--- config.mk ---
export PLATFORM = sky130hd
export DESIGN_NAME = mark_release_stack_allocator_flat
export DESIGN_NICKNAME = d
export VERILOG_FILES = /design/src/hdl/msa_pkg.sv /design/src/hdl/msa_ifs.sv /design/src/hdl/msa_ctrl.sv /design/src/hdl/msa_dp.sv /design/src/hdl/mark_release_stack_allocator.sv /design/src/flat_wrapper.sv
export SDC_FILE = /design/constraint.sdc
export NUM_CORES = 2
export LEC_CHECK = 0
export ABC_AREA = 1
export BUFFER_PORTS_ARGS = -buffer_cell sky130_fd_sc_hd__buf_4
export CAP_MARGIN = 20
export CORE_AREA = 4 4 431 475
export CTS_CLUSTER_SIZE = 30
export DETAILED_ROUTE_END_ITERATION = 10
export DIE_AREA = 0 0 435 479
export GPL_ROUTABILITY_DRIVEN = 0
export SLEW_MARGIN = 30
export SYNTH_ARGS = -nofsm -noshare
export SYNTH_HDL_FRONTEND = slang
export SYNTH_HIERARCHICAL = 1
export SYNTH_SLANG_ARGS = --single-unit
--- constraint.sdc ---
create_clock -name clk -period 17.4 [get_ports clk]
set_input_delay 1.74 -clock clk [delete_from_list [all_inputs] [get_ports clk]]
set_output_delay 1.74 -clock clk [all_outputs]
set_load 0.02 [all_outputs]
--- src/hdl/msa_pkg.sv ---
package msa_pkg;

  // Sizes of the region arithmetic and of the mark stacks
  localparam int unsigned WORD_W         = 32;
  localparam int unsigned MARK_DEPTH     = 16;
  localparam int unsigned ALIGN_BYTES    = 8;
  localparam int unsigned HEADER_BYTES   = 64;
  localparam int unsigned BLOCK_BYTES    = 16;
  localparam int unsigned MIN_HEAP_BYTES = 256;
  localparam int unsigned ADDR_BITS      = 32;
  localparam int unsigned RESET_HEAP     = 65536;

  // Field widths
  localparam int unsigned MODE_W   = 4;
  localparam int unsigned KEY_W    = 5;
  localparam int unsigned STATUS_W = 3;

  // Derived widths
  localparam int unsigned DEPTH_W = $clog2(MARK_DEPTH + 1);
  localparam int unsigned IDX_W   = (MARK_DEPTH > 1) ? $clog2(MARK_DEPTH) : 1;
  localparam int unsigned CMP_W   = (DEPTH_W > KEY_W) ? DEPTH_W : KEY_W;

  localparam logic [WORD_W-1:0] ALIGN_MASK = ~WORD_W'(ALIGN_BYTES - 1);
  localparam logic [WORD_W-1:0] ADDR_MASK  =
    (ADDR_BITS >= WORD_W) ? {WORD_W{1'b1}} : WORD_W'((64'd1 << ADDR_BITS) - 64'd1);

  typedef enum logic [MODE_W-1:0] {
    MODE_INIT        = 4'd0,
    MODE_ALLOC_TOP   = 4'd1,
    MODE_ALLOC_BOT   = 4'd2,
    MODE_KEYED_TOP   = 4'd3,
    MODE_KEYED_BOT   = 4'd4,
    MODE_MARK_TOP    = 4'd5,
    MODE_MARK_BOT    = 4'd6,
    MODE_RELEASE_TOP = 4'd7,
    MODE_RELEASE_BOT = 4'd8
  } mode_t;

  typedef enum logic [STATUS_W-1:0] {
    ST_OK         = 3'd0,
    ST_NO_SPACE   = 3'd1,
    ST_STACK_FULL = 3'd2,
    ST_UNBALANCED = 3'd3,
    ST_RELEASED   = 3'd4,
    ST_NOT_MARKED = 3'd5
  } status_t;

  typedef enum logic {
    FSM_IDLE,
    FSM_EXEC
  } fsm_state_t;

  // Commands from the controller to the datapath
  typedef struct packed {
    logic capture;  // take the request fields
    logic execute;  // apply the operation and load the result register
  } dp_cmd_t;

  // Mark stack depths, observed by the checks in the top level
  typedef struct packed {
    logic [DEPTH_W-1:0] top_depth;
    logic [DEPTH_W-1:0] bottom_depth;
  } dp_depths_t;

endpackage

--- src/hdl/msa_ifs.sv ---
interface msa_req_if;
  import msa_pkg::*;
  logic                valid;
  logic                ready;
  logic [MODE_W-1:0]   mode;
  logic [WORD_W-1:0]   request_bytes;
  logic [KEY_W-1:0]    key_in;

  modport source (output valid, mode, request_bytes, key_in, input ready);
  modport sink   (input valid, mode, request_bytes, key_in, output ready);
endinterface

interface msa_rsp_if;
  import msa_pkg::*;
  logic                valid;
  logic                ready;
  logic [STATUS_W-1:0] status;
  logic [WORD_W-1:0]   address;
  logic [KEY_W-1:0]    key_out;
  logic [WORD_W-1:0]   used_bytes;
  logic [WORD_W-1:0]   free_bytes;

  modport source (output valid, status, address, key_out, used_bytes, free_bytes,
                  input ready);
  modport sink   (input valid, status, address, key_out, used_bytes, free_bytes,
                  output ready);
endinterface

--- src/hdl/msa_ctrl.sv ---
module msa_ctrl (
  input  logic             clk,
  input  logic             rst,
  input  logic             in_valid,
  output logic             in_ready,
  output logic             out_valid,
  input  logic             out_ready,
  output msa_pkg::dp_cmd_t cmd
);
  import msa_pkg::*;

  fsm_state_t state, state_next;
  logic       out_valid_next;

  // State register and result valid flag
  always_ff @(posedge clk) begin
    if (rst) begin
      state     <= FSM_IDLE;
      out_valid <= 1'b0;
    end else begin
      state     <= state_next;
      out_valid <= out_valid_next;
    end
  end

  // Next state: an operation runs once the result register is free
  always_comb begin
    state_next = state;
    unique case (state)
      FSM_IDLE: begin
        if (in_valid) state_next = FSM_EXEC;
      end
      FSM_EXEC: begin
        if (!out_valid || out_ready) state_next = FSM_IDLE;
      end
      default: state_next = FSM_IDLE;
    endcase
  end

  // Outputs and commands
  always_comb begin
    in_ready    = 1'b0;
    cmd.capture = 1'b0;
    cmd.execute = 1'b0;
    unique case (state)
      FSM_IDLE: begin
        in_ready    = 1'b1;
        cmd.capture = in_valid;
      end
      FSM_EXEC: begin
        cmd.execute = !out_valid || out_ready;
      end
      default: ;
    endcase
  end

  // The result stays valid until its transfer, unless a new one replaces it
  always_comb begin
    if (cmd.execute) begin
      out_valid_next = 1'b1;
    end else if (out_ready) begin
      out_valid_next = 1'b0;
    end else begin
      out_valid_next = out_valid;
    end
  end

endmodule

--- src/hdl/msa_dp.sv ---
module msa_dp (
  input  logic                           clk,
  input  logic                           rst,
  input  logic                           cfg_we,
  input  logic [msa_pkg::WORD_W-1:0]     cfg_data,
  input  msa_pkg::dp_cmd_t               cmd,
  input  logic [msa_pkg::MODE_W-1:0]     mode,
  input  logic [msa_pkg::WORD_W-1:0]     request_bytes,
  input  logic [msa_pkg::KEY_W-1:0]      key_in,
  output logic [msa_pkg::STATUS_W-1:0]   status,
  output logic [msa_pkg::WORD_W-1:0]     address,
  output logic [msa_pkg::KEY_W-1:0]      key_out,
  output logic [msa_pkg::WORD_W-1:0]     used_bytes,
  output logic [msa_pkg::WORD_W-1:0]     free_bytes,
  output msa_pkg::dp_depths_t            depths
);
  import msa_pkg::*;

  // Captured request
  logic [MODE_W-1:0] r_mode;
  logic [WORD_W-1:0] r_bytes;
  logic [KEY_W-1:0]  r_key;

  // Allocator state
  logic [WORD_W-1:0]  heap_size;
  logic [WORD_W-1:0]  low_pointer, low_pointer_next;
  logic [WORD_W-1:0]  free_span, free_span_next;
  logic [WORD_W-1:0]  bytes_used, bytes_used_next;
  logic [WORD_W-1:0]  total_bytes, total_bytes_next;
  logic [DEPTH_W-1:0] top_depth, top_depth_next;
  logic [DEPTH_W-1:0] bottom_depth, bottom_depth_next;
  logic [WORD_W-1:0]  top_marks [MARK_DEPTH];
  logic [WORD_W-1:0]  bottom_marks [MARK_DEPTH];

  logic [STATUS_W-1:0] status_next;
  logic [WORD_W-1:0]   addr_next;
  logic [KEY_W-1:0]    kout_next;
  logic                push_top, push_bottom;

  // Top allocation terms
  logic [WORD_W-1:0] at_new;
  logic              at_fail;
  // Bottom allocation terms
  logic [WORD_W:0]   ab_taken;
  logic              ab_fail;
  // Release terms
  logic [DEPTH_W-1:0] top_dec, bottom_dec;
  logic [WORD_W-1:0]  top_mark_rd, bottom_mark_rd;
  logic [WORD_W-1:0]  span_end;
  logic [WORD_W-1:0]  rt_span, rb_span;
  logic [STATUS_W-1:0] top_key_st, bottom_key_st;
  logic [STATUS_W-1:0] top_rel_st, bottom_rel_st;

  function automatic logic [STATUS_W-1:0] rel_check(
    input logic [DEPTH_W-1:0] depth,
    input logic [KEY_W-1:0]   key
  );
    logic [CMP_W-1:0] d;
    logic [CMP_W-1:0] k;
    d = CMP_W'(depth);
    k = CMP_W'(key);
    if (k > d) begin
      return ST_UNBALANCED;
    end else if (k < d) begin
      return ST_RELEASED;
    end
    return ST_OK;
  endfunction

  // Request capture
  always_ff @(posedge clk) begin
    if (cmd.capture) begin
      r_mode  <= mode;
      r_bytes <= request_bytes;
      r_key   <= key_in;
    end
  end

  // Top allocation: the new span is the remainder rounded down
  assign at_new  = (free_span - r_bytes) & ALIGN_MASK;
  assign at_fail = (r_bytes == '0) || (free_span < r_bytes) ||
                   (at_new < WORD_W'(BLOCK_BYTES));

  // Bottom allocation: the request is rounded up
  assign ab_taken = ({1'b0, r_bytes} + (WORD_W + 1)'(ALIGN_BYTES - 1)) &
                    {1'b1, ALIGN_MASK};
  assign ab_fail  = (r_bytes == '0) ||
                    (({1'b0, ab_taken} + (WORD_W + 2)'(BLOCK_BYTES)) >
                     {2'b00, free_span});

  // Latest marks and the spans a release restores
  assign top_dec        = top_depth - 1'b1;
  assign bottom_dec     = bottom_depth - 1'b1;
  assign top_mark_rd    = top_marks[top_dec[IDX_W-1:0]];
  assign bottom_mark_rd = bottom_marks[bottom_dec[IDX_W-1:0]];
  assign span_end       = low_pointer + free_span;
  assign rt_span        = top_mark_rd - low_pointer;
  assign rb_span        = span_end - bottom_mark_rd;

  assign top_rel_st    = rel_check(top_depth, r_key);
  assign bottom_rel_st = rel_check(bottom_depth, r_key);
  assign top_key_st    = (top_depth == '0) ? ST_NOT_MARKED : top_rel_st;
  assign bottom_key_st = (bottom_depth == '0) ? ST_NOT_MARKED : bottom_rel_st;

  // Operation decode and state update
  always_comb begin
    low_pointer_next  = low_pointer;
    free_span_next    = free_span;
    bytes_used_next   = bytes_used;
    total_bytes_next  = total_bytes;
    top_depth_next    = top_depth;
    bottom_depth_next = bottom_depth;
    status_next       = ST_OK;
    addr_next         = '0;
    kout_next         = '0;
    push_top          = 1'b0;
    push_bottom       = 1'b0;
    unique case (mode_t'(r_mode)) inside
      MODE_INIT: begin
        if (heap_size < WORD_W'(MIN_HEAP_BYTES) || heap_size < WORD_W'(HEADER_BYTES)) begin
          status_next = ST_NO_SPACE;
        end else begin
          total_bytes_next  = heap_size;
          low_pointer_next  = WORD_W'(HEADER_BYTES);
          bytes_used_next   = WORD_W'(HEADER_BYTES);
          free_span_next    = heap_size - WORD_W'(HEADER_BYTES);
          top_depth_next    = '0;
          bottom_depth_next = '0;
        end
      end
      MODE_ALLOC_TOP, MODE_KEYED_TOP: begin
        if (mode_t'(r_mode) == MODE_KEYED_TOP && top_key_st != ST_OK) begin
          status_next = top_key_st;
        end else if (at_fail) begin
          status_next = ST_NO_SPACE;
        end else begin
          bytes_used_next = bytes_used + (free_span - at_new);
          free_span_next  = at_new;
          addr_next       = low_pointer + at_new;
        end
      end
      MODE_ALLOC_BOT, MODE_KEYED_BOT: begin
        if (mode_t'(r_mode) == MODE_KEYED_BOT && bottom_key_st != ST_OK) begin
          status_next = bottom_key_st;
        end else if (ab_fail) begin
          status_next = ST_NO_SPACE;
        end else begin
          addr_next        = low_pointer;
          low_pointer_next = low_pointer + ab_taken[WORD_W-1:0];
          free_span_next   = free_span - ab_taken[WORD_W-1:0];
          bytes_used_next  = bytes_used + ab_taken[WORD_W-1:0];
        end
      end
      MODE_MARK_TOP: begin
        if (top_depth < DEPTH_W'(MARK_DEPTH)) begin
          push_top       = 1'b1;
          top_depth_next = top_depth + 1'b1;
          kout_next      = KEY_W'(top_depth_next);
        end else begin
          status_next = ST_STACK_FULL;
        end
      end
      MODE_MARK_BOT: begin
        if (bottom_depth < DEPTH_W'(MARK_DEPTH)) begin
          push_bottom       = 1'b1;
          bottom_depth_next = bottom_depth + 1'b1;
          kout_next         = KEY_W'(bottom_depth_next);
        end else begin
          status_next = ST_STACK_FULL;
        end
      end
      MODE_RELEASE_TOP: begin
        // An empty stack releases nothing and reports success
        if (top_depth != '0) begin
          status_next = top_rel_st;
          if (top_rel_st == ST_OK) begin
            top_depth_next  = top_dec;
            bytes_used_next = bytes_used - (rt_span - free_span);
            free_span_next  = rt_span;
          end
        end
      end
      MODE_RELEASE_BOT: begin
        if (bottom_depth != '0) begin
          status_next = bottom_rel_st;
          if (bottom_rel_st == ST_OK) begin
            bottom_depth_next = bottom_dec;
            bytes_used_next   = bytes_used - (rb_span - free_span);
            low_pointer_next  = bottom_mark_rd;
            free_span_next    = rb_span;
          end
        end
      end
      default: begin
        status_next = ST_NO_SPACE;
      end
    endcase
  end

  // Configuration register and allocator state
  always_ff @(posedge clk) begin
    if (rst) begin
      heap_size    <= WORD_W'(RESET_HEAP);
      low_pointer  <= WORD_W'(HEADER_BYTES);
      free_span    <= WORD_W'(RESET_HEAP - HEADER_BYTES);
      bytes_used   <= WORD_W'(HEADER_BYTES);
      total_bytes  <= WORD_W'(RESET_HEAP);
      top_depth    <= '0;
      bottom_depth <= '0;
    end else begin
      if (cfg_we) heap_size <= cfg_data;
      if (cmd.execute) begin
        low_pointer  <= low_pointer_next;
        free_span    <= free_span_next;
        bytes_used   <= bytes_used_next;
        total_bytes  <= total_bytes_next;
        top_depth    <= top_depth_next;
        bottom_depth <= bottom_depth_next;
      end
    end
  end

  // Mark stacks, written at the current depth
  always_ff @(posedge clk) begin
    if (cmd.execute && push_top) begin
      top_marks[top_depth[IDX_W-1:0]] <= span_end;
    end
    if (cmd.execute && push_bottom) begin
      bottom_marks[bottom_depth[IDX_W-1:0]] <= low_pointer;
    end
  end

  // Result register
  always_ff @(posedge clk) begin
    if (cmd.execute) begin
      status     <= status_next;
      address    <= (status_next == ST_OK) ? (addr_next & ADDR_MASK) : '0;
      key_out    <= kout_next;
      used_bytes <= bytes_used_next;
      free_bytes <= total_bytes_next - bytes_used_next;
    end
  end

  assign depths.top_depth    = top_depth;
  assign depths.bottom_depth = bottom_depth;

endmodule

--- src/hdl/mark_release_stack_allocator.sv ---
// Channel | Modport | Moves
// --------+---------+-----------------------------------------------------
// req     | sink    | mode, request_bytes, key_in
// rsp     | source  | status, address, key_out, used_bytes, free_bytes
//
// Each request is captured in FSM_IDLE; then, in FSM_EXEC, the
// datapath applies the operation and loads the result register.
// A new request is taken while the previous result still waits on rsp.
// A waiting result stalls the next operation only until its transfer.
// Synchronous reset restores the region to the reset heap_size.
module mark_release_stack_allocator (
  input  logic                       clk,
  input  logic                       rst,
  input  logic                       cfg_we,
  input  logic [msa_pkg::WORD_W-1:0] cfg_data,
  msa_req_if.sink                    req,
  msa_rsp_if.source                  rsp
);
  import msa_pkg::*;

  dp_cmd_t    cmd;
  dp_depths_t depths;

  // Sequencing of captures, operations and result transfers
  msa_ctrl u_ctrl (
    .clk       (clk),
    .rst       (rst),
    .in_valid  (req.valid),
    .in_ready  (req.ready),
    .out_valid (rsp.valid),
    .out_ready (rsp.ready),
    .cmd       (cmd)
  );

  // Region state, mark stacks and result register
  msa_dp u_dp (
    .clk           (clk),
    .rst           (rst),
    .cfg_we        (cfg_we),
    .cfg_data      (cfg_data),
    .cmd           (cmd),
    .mode          (req.mode),
    .request_bytes (req.request_bytes),
    .key_in        (req.key_in),
    .status        (rsp.status),
    .address       (rsp.address),
    .key_out       (rsp.key_out),
    .used_bytes    (rsp.used_bytes),
    .free_bytes    (rsp.free_bytes),
    .depths        (depths)
  );

`ifndef SYNTHESIS
  // Only one request is held at a time
  a_one_held: assert property (@(posedge clk) disable iff (rst)
    (req.valid && req.ready) |=> !req.ready)
    else $error("request taken while another is being processed");

  // An executed operation always presents its result
  a_exec_shows: assert property (@(posedge clk) disable iff (rst)
    cmd.execute |=> rsp.valid)
    else $error("result not presented after execution");

  // A transferred result is withdrawn unless a new one replaced it
  a_drop_after: assert property (@(posedge clk) disable iff (rst)
    (rsp.valid && rsp.ready && !cmd.execute) |=> !rsp.valid)
    else $error("result repeated after its transfer");

  // Mark stack depths stay within the stack size
  a_depth_bound: assert property (@(posedge clk) disable iff (rst)
    (depths.top_depth <= DEPTH_W'(MARK_DEPTH)) &&
    (depths.bottom_depth <= DEPTH_W'(MARK_DEPTH)))
    else $error("mark stack depth out of range");
`endif

endmodule

--- src/flat_wrapper.sv ---
// flat-port wrapper written by rule: the top's interface ports become plain ports
module mark_release_stack_allocator_flat import msa_pkg::*;
  (clk, rst, cfg_we, cfg_data, req_valid, req_mode, req_request_bytes, req_key_in, req_ready, rsp_valid, rsp_status, rsp_address, rsp_key_out, rsp_used_bytes, rsp_free_bytes, rsp_ready);
  msa_req_if req_i ();
  msa_rsp_if rsp_i ();
  input  logic clk;
  input  logic rst;
  input  logic cfg_we;
  input  logic [msa_pkg::WORD_W-1:0] cfg_data;
  input wire logic [$bits(req_i.valid)-1:0] req_valid;
  input wire logic [$bits(req_i.mode)-1:0] req_mode;
  input wire logic [$bits(req_i.request_bytes)-1:0] req_request_bytes;
  input wire logic [$bits(req_i.key_in)-1:0] req_key_in;
  output wire logic [$bits(req_i.ready)-1:0] req_ready;
  output wire logic [$bits(rsp_i.valid)-1:0] rsp_valid;
  output wire logic [$bits(rsp_i.status)-1:0] rsp_status;
  output wire logic [$bits(rsp_i.address)-1:0] rsp_address;
  output wire logic [$bits(rsp_i.key_out)-1:0] rsp_key_out;
  output wire logic [$bits(rsp_i.used_bytes)-1:0] rsp_used_bytes;
  output wire logic [$bits(rsp_i.free_bytes)-1:0] rsp_free_bytes;
  input wire logic [$bits(rsp_i.ready)-1:0] rsp_ready;
  assign req_i.valid = req_valid;
  assign req_i.mode = req_mode;
  assign req_i.request_bytes = req_request_bytes;
  assign req_i.key_in = req_key_in;
  assign req_ready = req_i.ready;
  assign rsp_valid = rsp_i.valid;
  assign rsp_status = rsp_i.status;
  assign rsp_address = rsp_i.address;
  assign rsp_key_out = rsp_i.key_out;
  assign rsp_used_bytes = rsp_i.used_bytes;
  assign rsp_free_bytes = rsp_i.free_bytes;
  assign rsp_i.ready = rsp_ready;
  mark_release_stack_allocator u_core (.clk(clk), .rst(rst), .cfg_we(cfg_we), .cfg_data(cfg_data), .req(req_i), .rsp(rsp_i));
endmodule
Word-level counts from Yosys, hierarchy flattened --
Memories as Yosys holds them, arrays and structs flattened. Index checks and enable logic that the tools add are counted.
Storage, ports and cells: flip-flop bits (word level) 317, bits in latches 0, bits in writable memories 1024, memory bits (read-only) 0, bits of input ports 78, output and inout bits 106, word-level logic and storage cells 187, memories 2
Cells by class: add/subtract/negate cells 22, $mul 0, div/mod/pow operators 0, order comparisons 11, equality and inequality tests 19, shifts and indexed selects 0, multiplexer cells 83, bitwise operators 1, reductions and logical operators 32
Memories:
- u_core.u_dp.bottom_marks | depth 16, bits a word 32, read ports 1, clocked after memory_dff 0, write ports 1, line msa_dp.sv:33 | logic [WORD_W-1:0] bottom_marks [MARK_DEPTH];
- u_core.u_dp.top_marks | depth 16, bits a word 32, read ports 1, clocked after memory_dff 0, write ports 1, line msa_dp.sv:32 | logic [WORD_W-1:0] top_marks [MARK_DEPTH];
Operators by type and width (number):
- 2-to-1 mux 32 bit | 29
- case mux 32 bit (5 select lines) | 2
- subtractor 32 bit | 10
- adder 32 bit | 5
- case mux 32 bit (3 select lines) | 1
- case mux 32 bit (2 select lines) | 1
- 2-to-1 mux 5 bit | 9
- 2-to-1 mux 3 bit | 12
- adder 33 x 5 -> 34 bit (second input constant) | 1
- > comparator 34 x 32 -> 1 bit | 1
- adder 32 x 3 -> 33 bit (second input constant) | 1
- logical NOT 32 bit | 1
- less-than comparator 32 bit | 1
- less-than comparator 32 x 5 -> 1 bit (second input constant) | 1
- less-than comparator 32 x 7 -> 1 bit (second input constant) | 1
- less-than comparator 32 x 9 -> 1 bit (second input constant) | 1
- subtractor 32 x 7 -> 32 bit (second input constant) | 1
- case mux 5 bit (3 select lines) | 2
- 2-to-1 mux 1 bit | 22
- case mux 3 bit (7 select lines) | 1
- equality test 4 x 3 -> 1 bit (second input constant) | 4
- nonzero test 3 bit | 5
- nonzero test 5 bit | 3
- inequality test 2 x 1 -> 1 bit (second input constant) | 6
- 24 further kinds | 47

Depth between registers and ports, before layout --
word-level depth 10, gate-level depth with buffers 64

Hierarchy --
The synthesis kept the hierarchy.
By module, submodules not included:
- msa_dp | instances 1, cells an instance 8894, area each 79548.8 µm², seq. area each 38506.9 µm²
- msa_ctrl | instances 1, cells an instance 12, area each 91.3 µm², seq. area each 40.0 µm²

Least setup slack after synthesis --
OpenSTA, ideal clock, no wires.
kind flip-flop to flip-flop, start point reg u_core.u_dp.bottom_depth[0], end point reg u_core/u_dp/free_bytes[31] in the netlist's numbering, data pin, library setup time 252 ps, arrival 9330 ps, required time 17148 ps, slack 7818 ps, cell stages (with the launch flop) 58, buffers on the path 11, clock period less this slack 9582 ps, path through dfxtp_1 > buf_4 > inv_4 > buf_2 > clkbuf_1 > buf_2 > buf_2 > buf_1 > ha_1 > buf_2 > buf_2 > clkbuf_1 > clkbuf_1 > buf_1 > a21oi_1 > a221oi_1 > o32ai_1 > inv_1 > [22 not listed] > a221oi_1 > nand3_1 > o21bai_1 > inv_1 > ha_1 > nand2_1 > o21ai_1 > a21oi_1 > inv_1 > nand2_1 > nand2_1 > a21oi_1 > o21ai_0 > o21bai_1 > nand2_1 > nand2_1 > nand2_1 > nand2_1
Between the ends: cells in the longest elaborated chain, start to end 10, elaborated cells on any way between the ends 22
Ends and longest elaborated chain:
- from (decl) | line msa_dp.sv:31 | logic [DEPTH_W-1:0] bottom_depth, bottom_depth_next;
- from (signal assigned) | line msa_dp.sv:218 | bottom_depth <= bottom_depth_next;
- branches (longest 8 deep; another with memory read (16 x 32 bit))
- case mux 32 bit (5 select lines) (*) | line msa_dp.sv:118 | unique case (mode_t'(r_mode)) inside
- via u_core.u_dp.bytes_used_next[13] | line msa_dp.sv:28 | logic [WORD_W-1:0] bytes_used, bytes_used_next;
- subtractor 32 bit (*) | line msa_dp.sv:240 | free_bytes <= total_bytes_next - bytes_used_next;
- to (signal assigned) | line msa_dp.sv:240
- to (decl) | line msa_dp.sv:14 | output logic [msa_pkg::WORD_W-1:0] free_bytes,
Mark *: on every way through the listed nets, which the timed path passes. A chain may end at the register's enable or synchronous reset.

Final worst setup path --
Same ends and word-level chain as after synthesis.

==> out/metrics.yaml <==
run_status:
  outcome: "finished clean"
clock_tree:
  cts_setup_buffers: 0
  ctsHtreeMaxLevel: 4
  clk_path_buf_depth: 3
  cts_tree: "yes"
  cts.sink_count: 1341
  ctsHoldBuffers: 0
  cts_resized: 0
  clock-root-buffer: "clkbuf_16"
  cts.reportedPaths.clkPinSlew_ns: 0.06
  clk_latency_ns: 0.82
  cts_buffers: 143
floorplan:
  die_h_um: 479
  dieArea_mm2: 0.2084
  die_width_um: 435
  design.core.area_mm2: 0.1995
  start_util_pct: 39.92
  rows: 172
  ios: 184
synth:
  synth_nets: 9492
  synth_top_area_cell: "edfxtp_1"
  synth_seq_cells: 1341
  ys_types: 74
  synth_area_leaders: "edfxtp_1, nand2_1, ha_1, a21oi_1, o21ai_0"
  synth_flop_cell: "edfxtp_1"
  synth_edf_count: 1169
  yosysWarnings: 6
  yosysSeqAreaShare_pct: 48.40
  synth_area_mm2: 0.07964
  synth_common_cells: "nand2_1, edfxtp_1, inv_1"
  syn_inst: 8906
  syn-mean-instance-area_um2: 8.942
  synth_top_area_share_pct: 44.08
  synth.most_common_cell: "nand2_1"
  synthArstFlopShare_pct: 0
critical_path:
  cp_num_buf_inv: 7
  critical-path-max-stage-delay_ns: 0.71
  cp-start-kind: "register"
  endpoint_kind: "register"
  path_class: "reg2reg"
  critPathMaxFanout: 75
  path_delay_family: "compound AO/OA/AOI/OAI gates"
  worst_path_max_delay_cell: "clkinv_2"
  cpMostUsedCell: "nand2_1"
  cp.required_ns: 17.97
  worstPathArrival_ns: 11.84
sta:
  slew_headroom_pct: 23.95
  hold_ws_ns: 0.4938
  hold_violations: 0
  period_needed_ns: 11.26
  rsz0062_at_grt: "false"
  max_freq_mhz: 88.79
  worstMarginPinSlew_ns: 1.133
  fin_tns_setup_ns: 0
  skew_ns: 0.05484
  slew_violations: 0
  finalSetupViolCount: 0
  post-route-period-util_pct: 64.73
routing:
  via_per_inst: 5.937
  postRouteAntennaNets: 0
  dr.pass1.iters: 7
  drt_wl_total_mm: 307.7
  remaining_drc_errors: 0
  drtIter0Drc: 8687
  vias: 70060
  wl_per_cell_um: 26.07
cells_and_area:
  layout.nets: 9664
  drive_gt1_share_pct: 8.000
  area_growth_pct: 12.09
global_route:
  grt_pass1_wl_mm: 444.1
  gr-usage-all-layers_pct: 28.55
  antenna_found_initial: 15
  grt_pass1_vias: 66280
  grt-ovfl-total: 0
  grt_max_degree: 114
placed_design:
  hpwlAfterDp_mm: 218.6
  port_buffers: 183
pwr:
  power.leakage_nw: 36.30
  peakVddDrop_uv: 106.7
  p_per_area_mw_per_mm2: 119.0
worst_hold_path:
  hp-class: "reg2reg"
job:
  drv_cap: 0
routing by layer:
| layer | vias to the layer above | wire, µm | GRT usage (%) | share of wire [%] |
|---|---|---|---|---|
| li1 | 31490 | - | - | - |
| met1 | 33330 | 115500 | 35.23 | 38 |
| met2 | 4048 | 131900 | 43.52 | 43 |
| met3 | 1183 | 30960 | 6.590 | 10 |
| met4 | 12 | 29240 | 21.78 | 9.5 |
| met5 | - | 74 | 0 | 0.024 |
stage by stage:
| step | setup slack, ns | instances | utilization (%) | power [mW] | cell area [µm²] |
|---|---|---|---|---|---|
| 6_report | 6.137 | 11800 | 44.75 | 10.62 | 89270 |
| 5_1_grt | 5.411 | 11800 | 44.74 | 11.09 | 89260 |
| 4_1_cts | 6.446 | 11800 | 44.72 | 10.50 | 89210 |
| 3_5_place_dp | 6.467 | 11540 | 42.44 | 7.485 | 84660 |
| 3_3_place_gp | 6.615 | 11540 | 42.41 | 7.459 | 84600 |
| 2_1_floorplan | 7.818 | 8906 | - | 6.193 | 79640 |
cells by family (layout without fill, tap and decap cells):
group                    count (synthesis)  count (layout)  share of synthesized area (%)
AO/OA/AOI/OAI                         2316            2316                          17.03
adder cells (fa/ha/maj)                508             508                          8.905
other                                    0               4                              0
AND/OR/NAND/NOR                       3160            3160                          16.37
buffers and inverters                 1325            1607                          6.427
flip-flops                            1341            1341                          48.40
XOR/XNOR                               256             256                          2.867
cells in the final DEF, fill, tap and decap left out, types with 13 or more instances in the layout:
cell type  synthesis  layout
buf_4             12     350
nor3_1            71      67
fa_1              98      98
o21ai_0          738     734
a21oi_1          865     864
clkbuf_1         229      29
clkbuf_16          0     149
o21a_1            19      19
inv_1            969     963
nand2_1         1711    1710
or2_2             35      35
o21bai_1          41      41
nand3_1          293     293
nand2_2           18      19
nor2_4             4      35
xor2_1           163     154
edfxtp_1        1169    1169
dfxtp_1          172     170
ha_1             410     408
a32o_1            52      52
a21o_1            32      32
inv_2             19      24
o211ai_1         101     101
o221ai_1          87      87
a211oi_1          27      27
nand4_1           81      81
nor4_1            29      29
a221oi_1          95      95
nor2_1           851     820
xnor2_1           89      86
a31oi_1           34      34
o21ai_1           23      27
nand3b_1          13      13
nor2_2            17      17
clkinv_1           8      39
o22ai_1          124     124
final cells by class:
cell class / instances / area [µm²]
Antenna cell: 4 / 10.01
Clock buffer: 181 / 3879
Clock inverter: 74 / 673.1
Fill cell: 18950 / 110200
Inverter: 997 / 3762
Multi-Input combinational cell: 6240 / 36430
Sequential cell: 1341 / 38550
Tap cell: 2610 / 3266
Timing Repair Buffer: 355 / 2701
final timing paths:
kind / startpoint / to / slack (ns) / cells after the start
hold / removal: u_core/u_dp/total_bytes[16] / u_core/u_dp/total_bytes[16] / 0.49 / 2
hold reg to reg: u_core/u_dp/total_bytes[16] / u_core/u_dp/total_bytes[16] / 0.49 / 2
setup reg to reg: u_core/u_dp/bottom_depth[0] / u_core/u_dp/free_bytes[31] / 6.14 / 48
setup / recovery: u_core/u_dp/bottom_depth[0] / u_core/u_dp/free_bytes[31] / 6.14 / 48
tightest hold or removal path: cells and delay by family (launching register included):
| kind | cells | cell delay, ns |
|---|---|---|
| DFF | 1 | 0.34 |
| AOI/OAI and AO/OA | 1 | 0.07 |
| and+or+nand+nor | 1 | 0.06 |
flip-flops by register name, indices dropped and copies added (netlist names):
signal                    flops
u_core/u_dp/status            3
u_core/u_dp/r_bytes          32
u_core/u_ctrl/out_valid       1
u_core/u_dp/address          32
u_core/u_dp/free_bytes       32
u_core/u_dp/used_bytes       32
u_core/u_dp/r_key             5
u_core/u_ctrl/state           1
u_core/u_dp/r_mode            4
u_core/u_dp/low_pointer      32
u_core/u_dp/bottom_depth      5
u_core/u_dp/bottom_marks    512
u_core/u_dp/top_depth         5
u_core/u_dp/heap_size        32
u_core/u_dp/bytes_used       32
u_core/u_dp/total_bytes      32
u_core/u_dp/top_marks       512
u_core/u_dp/free_span        32
u_core/u_dp/key_out           5
where the power goes:
group          switching (mW)  internal (mW)  leakage [nW]
Sequential             0.0777           3.63          11.9
Combinational            2.75           1.16          22.2
Clock                    1.30           1.70          2.19
(Power assumes the default switching activity.)
